[src/rtl/core/qte_pkg.sv]
// ----------------------------------------------------------------------------
// qte_pkg
// Shared widths, constants, types and the CORDIC arctangent table for the
// quaternion to Euler angle converter.
// ----------------------------------------------------------------------------
package qte_pkg;

  localparam int CORDIC_STAGES_DEF = 16;

  localparam int Q_W      = 16;
  localparam int PROD_W   = 32;
  localparam int TERM_W   = 34;
  localparam int CX_W     = 38;
  localparam int ANG_W    = 34;
  localparam int ROOT_W   = 31;
  localparam int SQ_W     = 62;
  localparam int SQRT_ITS = 31;
  localparam int SQRT_LAT = SQRT_ITS + 2;
  localparam int MUL_W    = 52;
  localparam int RES_W    = MUL_W - 32;

  localparam logic signed [TERM_W-1:0] ONE_Q30     = TERM_W'(64'sd1073741824);
  localparam logic signed [ANG_W-1:0]  TURN_QUART  = ANG_W'(64'sd1073741824);
  localparam logic signed [17:0]       DEG_SCALE   = 18'sd46080;
  localparam logic signed [RES_W-1:0]  PITCH_LIM   = RES_W'(32'sd11520);
  localparam logic signed [RES_W-1:0]  ANGLE_LIM   = RES_W'(32'sd23040);

  typedef struct packed {
    logic signed [TERM_W-1:0] sr;
    logic signed [TERM_W-1:0] cr;
    logic signed [TERM_W-1:0] sp;
    logic signed [TERM_W-1:0] sy;
    logic signed [TERM_W-1:0] cy;
  } terms_t;

  function automatic logic [31:0] atan_entry(input logic [4:0] idx);
    logic [31:0] v;
    case (idx)
      5'd0:  v = 32'h20000000;
      5'd1:  v = 32'h12E4051E;
      5'd2:  v = 32'h09FB385B;
      5'd3:  v = 32'h051111D4;
      5'd4:  v = 32'h028B0D43;
      5'd5:  v = 32'h0145D7E1;
      5'd6:  v = 32'h00A2F61E;
      5'd7:  v = 32'h00517C55;
      5'd8:  v = 32'h0028BE53;
      5'd9:  v = 32'h00145F2F;
      5'd10: v = 32'h000A2F98;
      5'd11: v = 32'h000517CC;
      5'd12: v = 32'h00028BE6;
      5'd13: v = 32'h000145F3;
      5'd14: v = 32'h0000A2FA;
      5'd15: v = 32'h0000517D;
      5'd16: v = 32'h000028BE;
      5'd17: v = 32'h0000145F;
      5'd18: v = 32'h00000A30;
      5'd19: v = 32'h00000518;
      5'd20: v = 32'h0000028C;
      5'd21: v = 32'h00000146;
      5'd22: v = 32'h000000A3;
      5'd23: v = 32'h00000051;
      5'd24: v = 32'h00000029;
      5'd25: v = 32'h00000014;
      5'd26: v = 32'h0000000A;
      5'd27: v = 32'h00000005;
      5'd28: v = 32'h00000003;
      5'd29: v = 32'h00000001;
      5'd30: v = 32'h00000001;
      default: v = 32'h00000000;
    endcase
    return v;
  endfunction

endpackage

[src/rtl/core/qte_scale.sv]
// ----------------------------------------------------------------------------
// qte_scale
// Converts turn fractions to 1/128 degree: multiply, then round, clamp and
// apply the gimbal lock override into the output registers.
// ----------------------------------------------------------------------------
module qte_scale
  import qte_pkg::*;
(
  input  logic                    clk_i,
  input  logic                    rst_ni,
  input  logic                    en_i,
  input  logic                    valid_i,
  input  logic signed [ANG_W-1:0] roll_i,
  input  logic signed [ANG_W-1:0] yaw_i,
  input  logic signed [ANG_W-1:0] pitch_i,
  input  logic                    sat_i,
  input  logic                    neg_i,
  output logic                    valid_o,
  output logic signed [14:0]      pitch_angle_o,
  output logic signed [15:0]      yaw_angle_o,
  output logic signed [15:0]      roll_angle_o,
  output logic                    pitch_saturated_o
);

  function automatic logic signed [RES_W-1:0] round_clamp(
    input logic signed [MUL_W-1:0] p,
    input logic signed [RES_W-1:0] lim
  );
    logic signed [MUL_W-1:0] s;
    logic signed [RES_W-1:0] r;
    s = p + (MUL_W'(1) <<< 31);
    r = s[MUL_W-1:32];
    if (r > lim) begin
      r = lim;
    end else if (r < -lim) begin
      r = -lim;
    end
    return r;
  endfunction

  logic signed [MUL_W-1:0] roll_m_q, yaw_m_q, pitch_m_q;
  logic                    sat_q, neg_q, v1_q, v2_q;
  logic signed [RES_W-1:0] pitch_r, yaw_r, roll_r;
  logic signed [14:0]      pitch_q;
  logic signed [15:0]      yaw_q, roll_q;
  logic                    sat_out_q;

  always_comb begin
    roll_r  = round_clamp(roll_m_q, ANGLE_LIM);
    yaw_r   = round_clamp(yaw_m_q, ANGLE_LIM);
    pitch_r = round_clamp(pitch_m_q, PITCH_LIM);
    if (sat_q) begin
      pitch_r = neg_q ? -PITCH_LIM : PITCH_LIM;
    end
  end

  always_ff @(posedge clk_i or negedge rst_ni) begin
    if (!rst_ni) begin
      v1_q <= 1'b0;
      v2_q <= 1'b0;
    end else if (en_i) begin
      v1_q <= valid_i;
      v2_q <= v1_q;
    end
  end

  always_ff @(posedge clk_i) begin
    if (en_i) begin
      roll_m_q  <= MUL_W'(roll_i) * MUL_W'(DEG_SCALE);
      yaw_m_q   <= MUL_W'(yaw_i) * MUL_W'(DEG_SCALE);
      pitch_m_q <= MUL_W'(pitch_i) * MUL_W'(DEG_SCALE);
      sat_q     <= sat_i;
      neg_q     <= neg_i;
      pitch_q   <= pitch_r[14:0];
      yaw_q     <= yaw_r[15:0];
      roll_q    <= roll_r[15:0];
      sat_out_q <= sat_q;
    end
  end

  assign valid_o           = v2_q;
  assign pitch_angle_o     = pitch_q;
  assign yaw_angle_o       = yaw_q;
  assign roll_angle_o      = roll_q;
  assign pitch_saturated_o = sat_out_q;

endmodule

[config.mk]
export PLATFORM = sky130hd
export DESIGN_NAME = qte_scale
export DESIGN_NICKNAME = d
export VERILOG_FILES = /design/src/rtl/core/qte_pkg.sv /design/src/rtl/core/qte_scale.sv
export SDC_FILE = /design/constraint.sdc
export NUM_CORES = 1
export LEC_CHECK = 0
export ABC_AREA = 1
export BUFFER_PORTS_ARGS = -buffer_cell sky130_fd_sc_hd__clkbuf_2
export CAP_MARGIN = 20
export CORE_ASPECT_RATIO = 1.4
export CORE_MARGIN = 2
export CORE_UTILIZATION = 45
export CTS_CLUSTER_DIAMETER = 120
export DETAILED_ROUTE_END_ITERATION = 7
export MAX_ROUTING_LAYER = met4
export SETUP_SLACK_MARGIN = 0.5
export SYNTH_ARGS = -nofsm -noshare
export SYNTH_HDL_FRONTEND = slang
export SYNTH_SLANG_ARGS = --single-unit
export TNS_END_PERCENT = 50
[constraint.sdc]
create_clock -name clk_i -period 2.39 [get_ports clk_i]
set_input_delay 0.1195 -clock clk_i [delete_from_list [all_inputs] [get_ports clk_i]]
set_output_delay 0.1195 -clock clk_i [all_outputs]
set_load 0.02 [all_outputs]
Yosys cells after proc, flatten, opt, wreduce, memory -nomap -nowiden
Cells that the tools add are included.
{"block": "totals", "regBits": 178, "in_bits": 108, "out_inout_bits": 49, "wordCells": 33}
{"block": "classes", "mul": 3, "n_lt_le_gt_ge": 6, "addsub": 3, "reduce_logical": 2, "n_mux": 6}
{"cell": "52-bit by 33-bit adder with 52-bit output (second input constant)", "count": 3}
{"cell": "34-bit by 7-bit multiplier with 41-bit output (second input constant)", "count": 3}
{"cell": "15-bit 2-to-1 mux", "count": 4}
{"cell": "20-bit by 16-bit greater-than comparator with 1-bit output (second input constant)", "count": 2}
{"cell": "20-bit by 16-bit < comparator with 1-bit output (second input constant)", "count": 2}
{"cell": "16-bit 2-to-1 mux", "count": 2}
{"cell": "20-bit by 15-bit greater-than comparator with 1-bit output (second input constant)", "count": 1}
{"cell": "20-bit by 15-bit < comparator with 1-bit output (second input constant)", "count": 1}
{"cell": "2-bit OR reduction", "count": 2}

Longest topological paths before layout
Gate-level depths: netlist of run 1.
{"block": "logic_depth", "word_depth": 5, "depth_mapped": 19, "ltp_nobuf": 19}

Worst setup path after synthesis of run 1
OpenSTA, ideal clock, no wires.
{"block": "synth_path", "path_type": "in2reg", "start": "input roll_i[32]", "end": "register roll_m_q[46], data pin", "stages": 17, "setup_ns": 0.260, "t_arrival_ns": 3.189, "path_buffers": 1, "t_required_ns": 2.130, "slack_ns": -1.059, "path_cell_list": "inv_1 ha_1 inv_1 ha_1 fa_1 inv_1 fa_1 inv_1 ha_1 clkbuf_1 nand2_1 nor2_1 inv_1 nor3_1 nand3_1 nand3_1 xor2_1"}
{"block": "synth_via", "elab_chain_cells": 1}
{"element": "start: declaration", "line_no": "qte_scale.sv:13", "source": "input logic signed [ANG_W-1:0] roll_i,"}
{"element": "34-bit by 7-bit multiplier with 41-bit output", "line_no": "qte_scale.sv:69", "source": "roll_m_q <= MUL_W'(roll_i) * MUL_W'(DEG_SCALE);"}
{"element": "end signal: assignment", "line_no": "qte_scale.sv:69"}
{"element": "end: declaration", "line_no": "qte_scale.sv:41", "source": "logic signed [MUL_W-1:0] roll_m_q, yaw_m_q, pitch_m_q;"}
No other way between the ends.
A chain may end at the register's enable or synchronous reset.

Worst setup path in the final report of run 1
{"block": "layout_path", "start": "input pitch_i[11]", "end": "register pitch_m_q[45], data pin"}
{"block": "layout_via", "elab_chain_cells": 1}
{"element": "start: declaration", "line_no": "qte_scale.sv:15", "source": "input logic signed [ANG_W-1:0] pitch_i,"}
{"element": "34-bit by 7-bit multiplier with 41-bit output", "line_no": "qte_scale.sv:71", "source": "pitch_m_q <= MUL_W'(pitch_i) * MUL_W'(DEG_SCALE);"}
{"element": "end signal: assignment", "line_no": "qte_scale.sv:71"}
{"element": "end: declaration", "line_no": "qte_scale.sv:41"}
No other way between the ends.

==> results of run 1 <==
[cell families (layout without fill, tap and decap cells)]
logic type	Yosys count	count (layout)	share of synthesized area
AOI/OAI and AO/OA	308	308	0.08770
xor gates and xnor gates	80	80	0.03629
adders and majority gates	505	505	0.3882
buffers and inverters	599	1244	0.1128
DFF	112	112	0.1682
and+or+nand+nor	931	931	0.2067
[what timing repair did]
| action | CTS | global route |
|---|---|---|
| endpoints found under the hold margin | 5 | 0 |
| pin swaps | 310 | 333 |
| setup buffers | 46 | 33 |
| resized for setup | 544 | 357 |
| endpoints found under the setup margin | 104 | 104 |
| hold buffers | 4 | 0 |
[cell usage after synthesis (5+ instances only)]
library cell,instances
ha_1,316
xnor2_1,20
o211ai_1,5
a21oi_1,131
nor4_1,6
nand4_1,35
nor2_4,6
fa_1,189
inv_1,589
xor2_1,57
nor2_1,204
nor2_2,36
nand2_2,12
nor3_1,20
nand2_4,7
edfxtp_1,110
o21ai_0,87
nand2_1,496
a31oi_1,16
nand3_1,82
nand3b_1,9
inv_2,7
a21o_1,14
o21bai_1,22
a21boi_0,13
[worst paths after layout]
kind	slack [ps]	to
worst max-delay path	-720	pitch_m_q[45]$_DFFE_PP_
worst min-delay path	50	valid_o$_DFFE_PN0P_
worst max register to register	190	pitch_angle_o[2]$_SDFFCE_PP0P_
worst min register to register	520	valid_o$_DFFE_PN0P_
max in group asynchronous	2240	v1_q$_DFFE_PN0P_
min in group clk_i	240	yaw_m_q[41]$_DFFE_PP_
[stage by stage]
| stage | setup TNS [ps] | instances | worst slack, ps | util |
|---|---|---|---|---|
| 6_report | -35100 | 3738 | -719.6 | 0.7512 |
| 5_1_grt | -40900 | 3738 | -846.7 | 0.7512 |
| 4_1_cts | -33180 | 3705 | -685.1 | 0.7145 |
| 3_5_place_dp | -65510 | 3639 | -1313 | 0.6423 |
| 3_3_place_gp | -63940 | 3639 | -1286 | 0.6423 |
| 2_1_floorplan | -33650 | 2535 | -699.7 | - |
[state kept, by name, indices dropped and copies added, names as in the netlist]
signal             count
sat_q                  1
pitch_saturated_o      1
pitch_m_q             20
neg_q                  1
roll_angle_o          16
v1_q                   1
roll_m_q              20
yaw_m_q               20
valid_o                1
yaw_angle_o           16
pitch_angle_o         15
[layout make-up]
| type | instances | area share |
|---|---|---|
| repair buffers | 630 | 0.1658 |
| flip-flops and latches | 112 | 0.1016 |
| multi-input cells | 1824 | 0.6340 |
| clock buffers | 9 | 0.006822 |
| inverters | 598 | 0.06852 |
| clock inverters | 7 | 0.002160 |
| well taps | 558 | 0.02115 |
[layer usage]
layer | share of wire | vias up
met5 | 0 | -
met4 | 0.044 | 0
met3 | 0.030 | 156
met2 | 0.55 | 356
met1 | 0.37 | 8968
li1 | - | 9358
[report_power, final]
part	switching [mW]	leakage, nW	internal, mW
sequential	0.708	1.12	3.28
clock	0.795	0.144	0.739
combinational	15.7	13.6	13.6
==> metrics, run 1 <==
Worst-Margin Slew=roughly 520 ps; Fin Clk Skew=12.72 ps; dpl cell area=approximately 28000 um^2; largest net degree at the start of global routing=47; DR vias=roughly 19000; violated checks=setup timing; met1 Use GR=0.2718; Synth async-reset ratio=0.01786; vias in the first global route=between 20000 and 25000; CTS Buf Count=9; Largest delay share family, worst path=adder cells; Critical path buffers and inverters=3; Synth cell types=51; GRT busiest layer=met2; Residual DRC=0; WP data arrival=about 3300 ps; ANT cells=0; TritonCTS clock tree=done; Yosys top cell by area=ha_1; most frequent cells in the layout=inv_1, buf_4, nand2_1, ha_4, fa_1; worst-path cell with the longest stage delay=fa_1; Fin. Hold Viols=0; # Max-Cap Violations=0; Mapped Avg Cell Area=~7.9 um^2; Pins Over Slew Limit=0; kind of critical path=input pin to register; Max stage delay on crit path=between 500 and 600 ps; Max FO, Critical Path=4; detailed placer's ending HPWL=a little under 50000 um; Pwr Total=between 30 and 40 mW; row cnt=a little over 90; Die W=roughly 180 um; Fillers=3088; Critical Path End Type=register; multi-input logic area=roughly 21000 um^2; crit-path cells=buf_12, ha_4, ha_4, fa_1, inv_1, fa_1, inv_2, ha_4, a21oi_2, o21ai_0, a21o_1, o21ai_2, nand2_2, nand4_1, nand2_1, nand2_1, nand2_1; Core ar.=around 44000 um^2; Hold Crit Class=input pin to async pin; Leak=~15 nW; vias per cell=between 5 and 6; max frequency=between 0.3 and 0.4 GHz; IO Pins=between 150 and 200; GRT overflow=0; clock slew at reported path FFs=roughly 80 ps; largest vdd supply drop=~0.49 mV; syn nets=about 3100; RSZ-0062 raised after global routing=yes; share of layout cells above drive strength 1=0.5176; cell area after synthesis=approximately 20000 um^2; post-synthesis sequential area ratio=0.1682; fin crit period=between 3000 and 4000 ps; Die Area=between 40000 and 50000 um^2; Total GRT Usage=0.2666; Cells after Synth=about 2500; Min Hold Slack=roughly 55 ps; initial antenna violation count=0; final worst path period share=1.301; Critical Path Source=pitch_i[11]; initial DRC count=602; Root Driver=clkbuf_16; Yosys warnings=0; height of the die=around 250 um; status=finished, violations left; top-area cell type share of the netlist area=0.1984; count of final setup violators=60; gpl congestion=0.8989; Sink Count=112; Longest Clk Path Bufs=2; Final nets=~3800; H-Tree Depth=3; Worst Path Required=2530 ps; prevailing post-synth register cell=edfxtp_1; Synth area leaders=ha_1, fa_1, edfxtp_1; Worst path depth=17; DR pass1 iterations=5; Worst R2R Path Depth=13; M2 GR Usage=0.5168; Startpoint Class=input pin; Worst-Skew Late Latency=380 ps; EDFF count, synth=110; WL/cell=15.89 um; final wirelength=roughly 59000 um; most common cell after layout, fill and taps aside=inv_1; first-pass GRT wire length=between 90000 and 100000 um; initial core utilization=0.4535; Area Overhead vs Synth=65.64%; Crit Reg-Reg Startpoint=pitch_m_q[31]$_DFFE_PP_; GR met3 Demand/Resource=0.03092; Finished Cell Area=between 30000 and 40000 um^2; Synth Register Bits=around 110; power density cells=between 1000 and 1500 nW/um^2; final setup margin=-719.6 ps; FF+latch area=about 3400 um^2; Port Buffers=156; remaining antenna violation count=0; max_slew headroom=0.6552
(Power assumes the default switching activity.)
==> inputs of run 2 (changes only) <==
CORE_UTILIZATION = 46   (was 45)
PLACE_DENSITY = 0.61   (was not set)
==> run 2 against run 1 <==
Effect of this change:
- the flow still finishes with violations (setup timing)
- maximum frequency is 1.8% higher
- register-to-register slack got worse by 20 ps
- total power down 6.8%
- sequential share of layout area is 0.43 points higher
- setup slack improved by 53 ps
==> metrics, run 2 (synthesis results as in run 1) <==
status=finished, violations left; violated checks=setup timing; biggest regs=pitch_m_q: 20 flops, roll_m_q: 20 flops, yaw_m_q: 20 flops; max_slew headroom=0.6245; Fillers=about 3100; initial antenna violation count=1; row cnt=90; RSZ-0062 raised after global routing=yes; Hold Crit Class=input pin to async pin; initial DRC count=591; Port Buffers=between 150 and 200; Sink Count=between 100 and 150; Placement Setup Slack=-1275 ps; CTS Buf Count=9; kind of critical path=input pin to register; max frequency=about 0.33 GHz; DR vias=between 15000 and 20000; FF-to-FF setup slack=170 ps; Startpoint Class=input pin; Total GRT Usage=0.2631; # Max-Cap Violations=0; clock slew at reported path FFs=~70 ps; fin crit period=around 3100 ps; detailed placer's ending HPWL=around 48000 um; largest vdd supply drop=0.4703 mV; WL/cell=~16 um; Leak=between 10 and 15 nW; Worst Path Required=2500 ps; initial core utilization=0.4645; Worst R2R Path Depth=13; Area Overhead vs Synth=58.87%; Finished Cell Area=between 30000 and 40000 um^2; Pins Over Slew Limit=0; Longest Clk Path Bufs=2; H-Tree Depth=3; final setup margin=-666.1 ps; remaining antenna violation count=0; most frequent cells in the layout=inv_1, buf_4, nand2_1, ha_4, fa_1; DR pass1 iterations=7; Die Area=~45000 um^2; Max FO, Critical Path=4; power density cells=between 1000 and 1500 nW/um^2; gpl congestion=around 0.94; Min Hold Slack=84.67 ps; final wirelength=between 50000 and 60000 um; Residual DRC=0; vias in the first global route=~20000; Core ar.=approximately 43000 um^2; Worst-Skew Late Latency=370 ps; Die W=~180 um; vias per cell=approximately 5; Root Driver=clkbuf_16; IO Pins=about 160; largest net degree at the start of global routing=43; count of final setup violators=60; Critical Path End Type=register; most common cell after layout, fill and taps aside=inv_1; TritonCTS clock tree=done; share of layout cells above drive strength 1=0.4767; dpl cell area=28090 um^2; Worst-Margin Slew=between 500 and 600 ps; GRT overflow=0; Fin. Hold Viols=0; WP data arrival=approximately 3200 ps; Fin Clk Skew=approximately 11 ps; final worst path period share=1.279; Pwr Total=~32 mW; first-pass GRT wire length=94370 um; height of the die=roughly 250 um; Final nets=3744
[run 2: cell count changes in the layout (fill, tap and decap cells not counted), sizes merged]
cell	previous run	this run
buf	503	456
clkbuf	132	136
bufinv	0	1
clkinv	5	4
clkinvlp	3	2
diode	0	1
[run 2: final cells by class]
type	count	area [um^2]	share of cell area
clock inverters	6	72.57	0.002292
flip-flops and latches	112	3353	0.1059
well taps	552	690.7	0.02181
diodes	1	2.502	0.00007903
repair buffers	586	4873	0.1539
inverters	598	2255	0.07121
multi-input cells	1824	20180	0.6372
clock buffers	10	239.0	0.007548
[run 2: critical path, cell delays in order]
cell       delay, ps
clkbuf_16        130
buf_12           120
ha_4             260
ha_4             190
fa_1             520
inv_1             50
fa_1             490
inv_2             50
ha_4             260
a21oi_4          170
o21ai_2           80
o21bai_1         200
a211oi_2         220
nand3_2          140
xor2_1           170
[run 2: what timing repair did]
action                                 in CTS  in global routing
setup buffers                              26                 27
pin swaps                                 220                232
setup endpoints to repair                 104                104
endpoints found under the hold margin       5                  0
hold buffers                                4                  0
gates resized for setup                   367                289
[run 2: where the power goes]
| group | switching [mW] | total (mW) | internal (mW) |
|---|---|---|---|
| Combinational | 14.5 | 26.8 | 12.4 |
| Sequential | 0.652 | 3.93 | 3.28 |
| Clock | 0.755 | 1.61 | 0.858 |
| Total | 15.9 | 32.4 | 16.5 |
[run 2: final timing paths]
kind	start	end
worst min register to register	v1_q$_DFFE_PN0P_	valid_o$_DFFE_PN0P_
max in group asynchronous	rst_ni	v1_q$_DFFE_PN0P_
worst max-delay path	roll_i[22]	roll_m_q[46]$_DFFE_PP_
min in group clk_i	yaw_i[33]	yaw_m_q[50]$_DFFE_PP_
worst min-delay path	rst_ni	valid_o$_DFFE_PN0P_
worst max register to register	yaw_m_q[35]$_DFFE_PP_	yaw_angle_o[4]$_SDFFCE_PP0P_
[run 2: layer usage]
layer,track usage,wire length (um),vias up,share of wire
li1,-,-,9240,-
met1,0.2727,21710,8770,0.38
met2,0.5067,31850,312,0.56
met3,0.02850,1580,99,0.028
met4,0.09710,2210,0,0.039
met5,-,0,-,0
[run 2: metrics by stage]
stage                       util  TNS [ps]  std cells
final                     0.7380    -34800       3689
after global routing      0.7380    -41060       3689
after CTS                 0.7085    -33270       3661
after detailed placement  0.6546    -63470       3615
after global placement    0.6546    -62090       3615
after floorplan                -    -33650       2535
==> inputs of run 3 (changes only) <==
CORE_MARGIN = not set   (was 2)
PLACE_DENSITY = not set   (was 0.61)
==> run 3 against run 2 <==
Effect of this change:
- the run still ends with setup timing left
- setup slack got worse by 27 ps
- final cell count about the same
- worst hold slack got worse by 3.0 ps
- die area is 1.9% lower
- wire length up 3.1%
- non-clock buffer count up 9
- clock-buffer cell count down 1
- total power grew 4.5%
- sequential power hardly changed
- via count grew 1.1%
- flip-flop and latch count did not move
- combinational power grew 5%
- largest cell class unchanged
- largest power group unchanged
- highest routed layer unchanged
==> metrics, run 3 (synthesis results as in run 1) <==
IO Pins=approximately 160; DR pass1 iterations=5; Critical Path End Type=register; Root Driver=clkbuf_16; Max stage delay on crit path=530 ps; Die W=~180 um; Internal=around 17 mW; kind of critical path=input pin to register; Crit Reg-Reg Startpoint=roll_m_q[31]$_DFFE_PP_; Gate power share=0.831; initial DRC count=approximately 610; Port Buffers=156; sequential cell fraction of total power=0.116; Core ar.=roughly 42000 um^2; GRT overflow=0; Residual DRC=0; count of final setup violators=60; Sink Count=between 100 and 150; Fin Clk Skew=12.60 ps; Worst Path Required=around 2500 ps; Die Area=44170 um^2; largest vdd supply drop=between 0.4 and 0.5 mV; H-Tree Depth=3; biggest regs=pitch_m_q: 20 flops, roll_m_q: 20 flops, yaw_m_q: 20 flops; remaining antenna violation count=0; share of layout cells above drive strength 1=0.4951; initial antenna violation count=1; violated checks=setup timing; clock slew at reported path FFs=roughly 80 ps; Area Overhead vs Synth=62.07%; Pins Over Slew Limit=0; vias in the first global route=20050; Largest delay share family, worst path=adder cells; Setup TNS=-36660 ps; # Max-Cap Violations=0; power density cells=approximately 1000 nW/um^2; Startpoint Class=input pin; Final nets=roughly 3800; final worst path period share=1.290; Clock power frac=0.053; gpl congestion=about 0.92; Fin. Hold Viols=0; first-pass GRT wire length=approximately 94000 um; Hold Crit Class=input pin to async pin; detailed placer's ending HPWL=around 48000 um; max_slew headroom=0.6718; height of the die=248.3 um; crit-path cells=clkbuf_16, ha_4, ha_4, fa_1, inv_1, fa_1, inv_2, ha_4, nand2_4, buf_4, nor2_2, inv_2, nor3_4, buf_6, nand3_4, o2111ai_4, xor2_1; Max FO, Critical Path=5; fin crit period=3083 ps; sw frac=0.4921; TritonCTS clock tree=done; Min Hold Slack=slightly above 80 ps; P_sw=roughly 17 mW; Worst-Skew Late Latency=between 300 and 400 ps; final wirelength=between 50000 and 60000 um; row cnt=between 80 and 90; Critical path buffers and inverters=6; Critical R2R Capture=roll_angle_o[2]$_SDFFCE_PP0P_; RSZ-0062 raised after global routing=yes; Total GRT Usage=0.2735; WP data arrival=around 3200 ps; vias per cell=between 5 and 6; WL/cell=between 15 and 20 um; Longest Clk Path Bufs=2; DR vias=18620; worst-path cell with the longest stage delay=fa_1; status=finished, violations left; most common cell after layout, fill and taps aside=inv_1; most frequent cells in the layout=inv_1, buf_4, nand2_1, ha_4, fa_1; max frequency=about 0.32 GHz; FF-to-FF setup slack=~180 ps; largest net degree at the start of global routing=46; Worst-Margin Slew=around 500 ps; Leak=~15 nW; Worst R2R Path Depth=12; initial core utilization=0.4698; final setup margin=-693.3 ps; Most Frequent Cell on Critical Path=ha_4; CTS Buf Count=9
## run 3: worst max-delay path by stage
| stage | end | slack [ps] | from | cells after the start |
|---|---|---|---|---|
| after floorplan | roll_m_q[46]$_DFFE_PP_ | -700 | roll_i[32] | 15 |
| after global placement | yaw_m_q[41]$_DFFE_PP_ | -1190 | yaw_i[11] | 17 |
| after detailed placement | pitch_m_q[39]$_DFFE_PP_ | -1200 | pitch_i[3] | 15 |
| after CTS | yaw_m_q[41]$_DFFE_PP_ | -670 | yaw_i[10] | 17 |
| after global routing | pitch_m_q[49]$_DFFE_PP_ | -760 | pitch_i[23] | 17 |
| final | yaw_m_q[47]$_DFFE_PP_ | -690 | yaw_i[10] | 17 |
## run 3: final cells by class
type | count | area [um^2]
Multi-Input combinational cell | 1824 | 20620
Sequential cell | 112 | 3353
Timing Repair Buffer | 595 | 5035
Clock inverter | 7 | 126.4
Tap cell | 546 | 683.2
Inverter | 598 | 2252
Antenna cell | 1 | 2.502
Fill cell | 2923 | 10130
Clock buffer | 9 | 225.2
## run 3: layer usage
metal  vias to the layer above  track usage  routed length (um)
li1                       9253            -                   -
met1                      8944       0.2833               22490
met2                       299       0.5352               33240
met3                       125      0.02473                1428
met4                         0      0.08270                1965
met5                         -            -                   0
## run 3: timing repair
action,in CTS,in global routing
hold endpoints to repair,5,0
endpoints found under the setup margin,104,104
pin swaps,298,250
setup buffers,32,24
resized for setup,475,304
hold buffers,4,0
## run 3: stage by stage
stage          utilization  cell area [um^2]  instances  power [mW]  setup slack, ps
3_3_place_gp        0.6629             28120       3615       25.80            -1191
4_1_cts             0.7299             30970       3667       31.20           -671.8
5_1_grt             0.7613             32300       3692       36.41           -763.1
2_1_floorplan            -             23780       2535       18.52           -699.7
3_5_place_dp        0.6629             28120       3615       26.09            -1202
6_report            0.7613             32300       3692       33.83           -693.3
## run 3: power by group through the flow
stage / Combinational, mW / Sequential [mW] / Clock, mW
2_1_floorplan: 14.6 / 3.89 / 0
3_3_place_gp: 21.9 / 3.93 / 0
3_5_place_dp: 22.1 / 3.95 / 0
4_1_cts: 25.4 / 3.93 / 1.82
5_1_grt: 30.5 / 4.01 / 1.89
6_report: 28.1 / 3.93 / 1.79
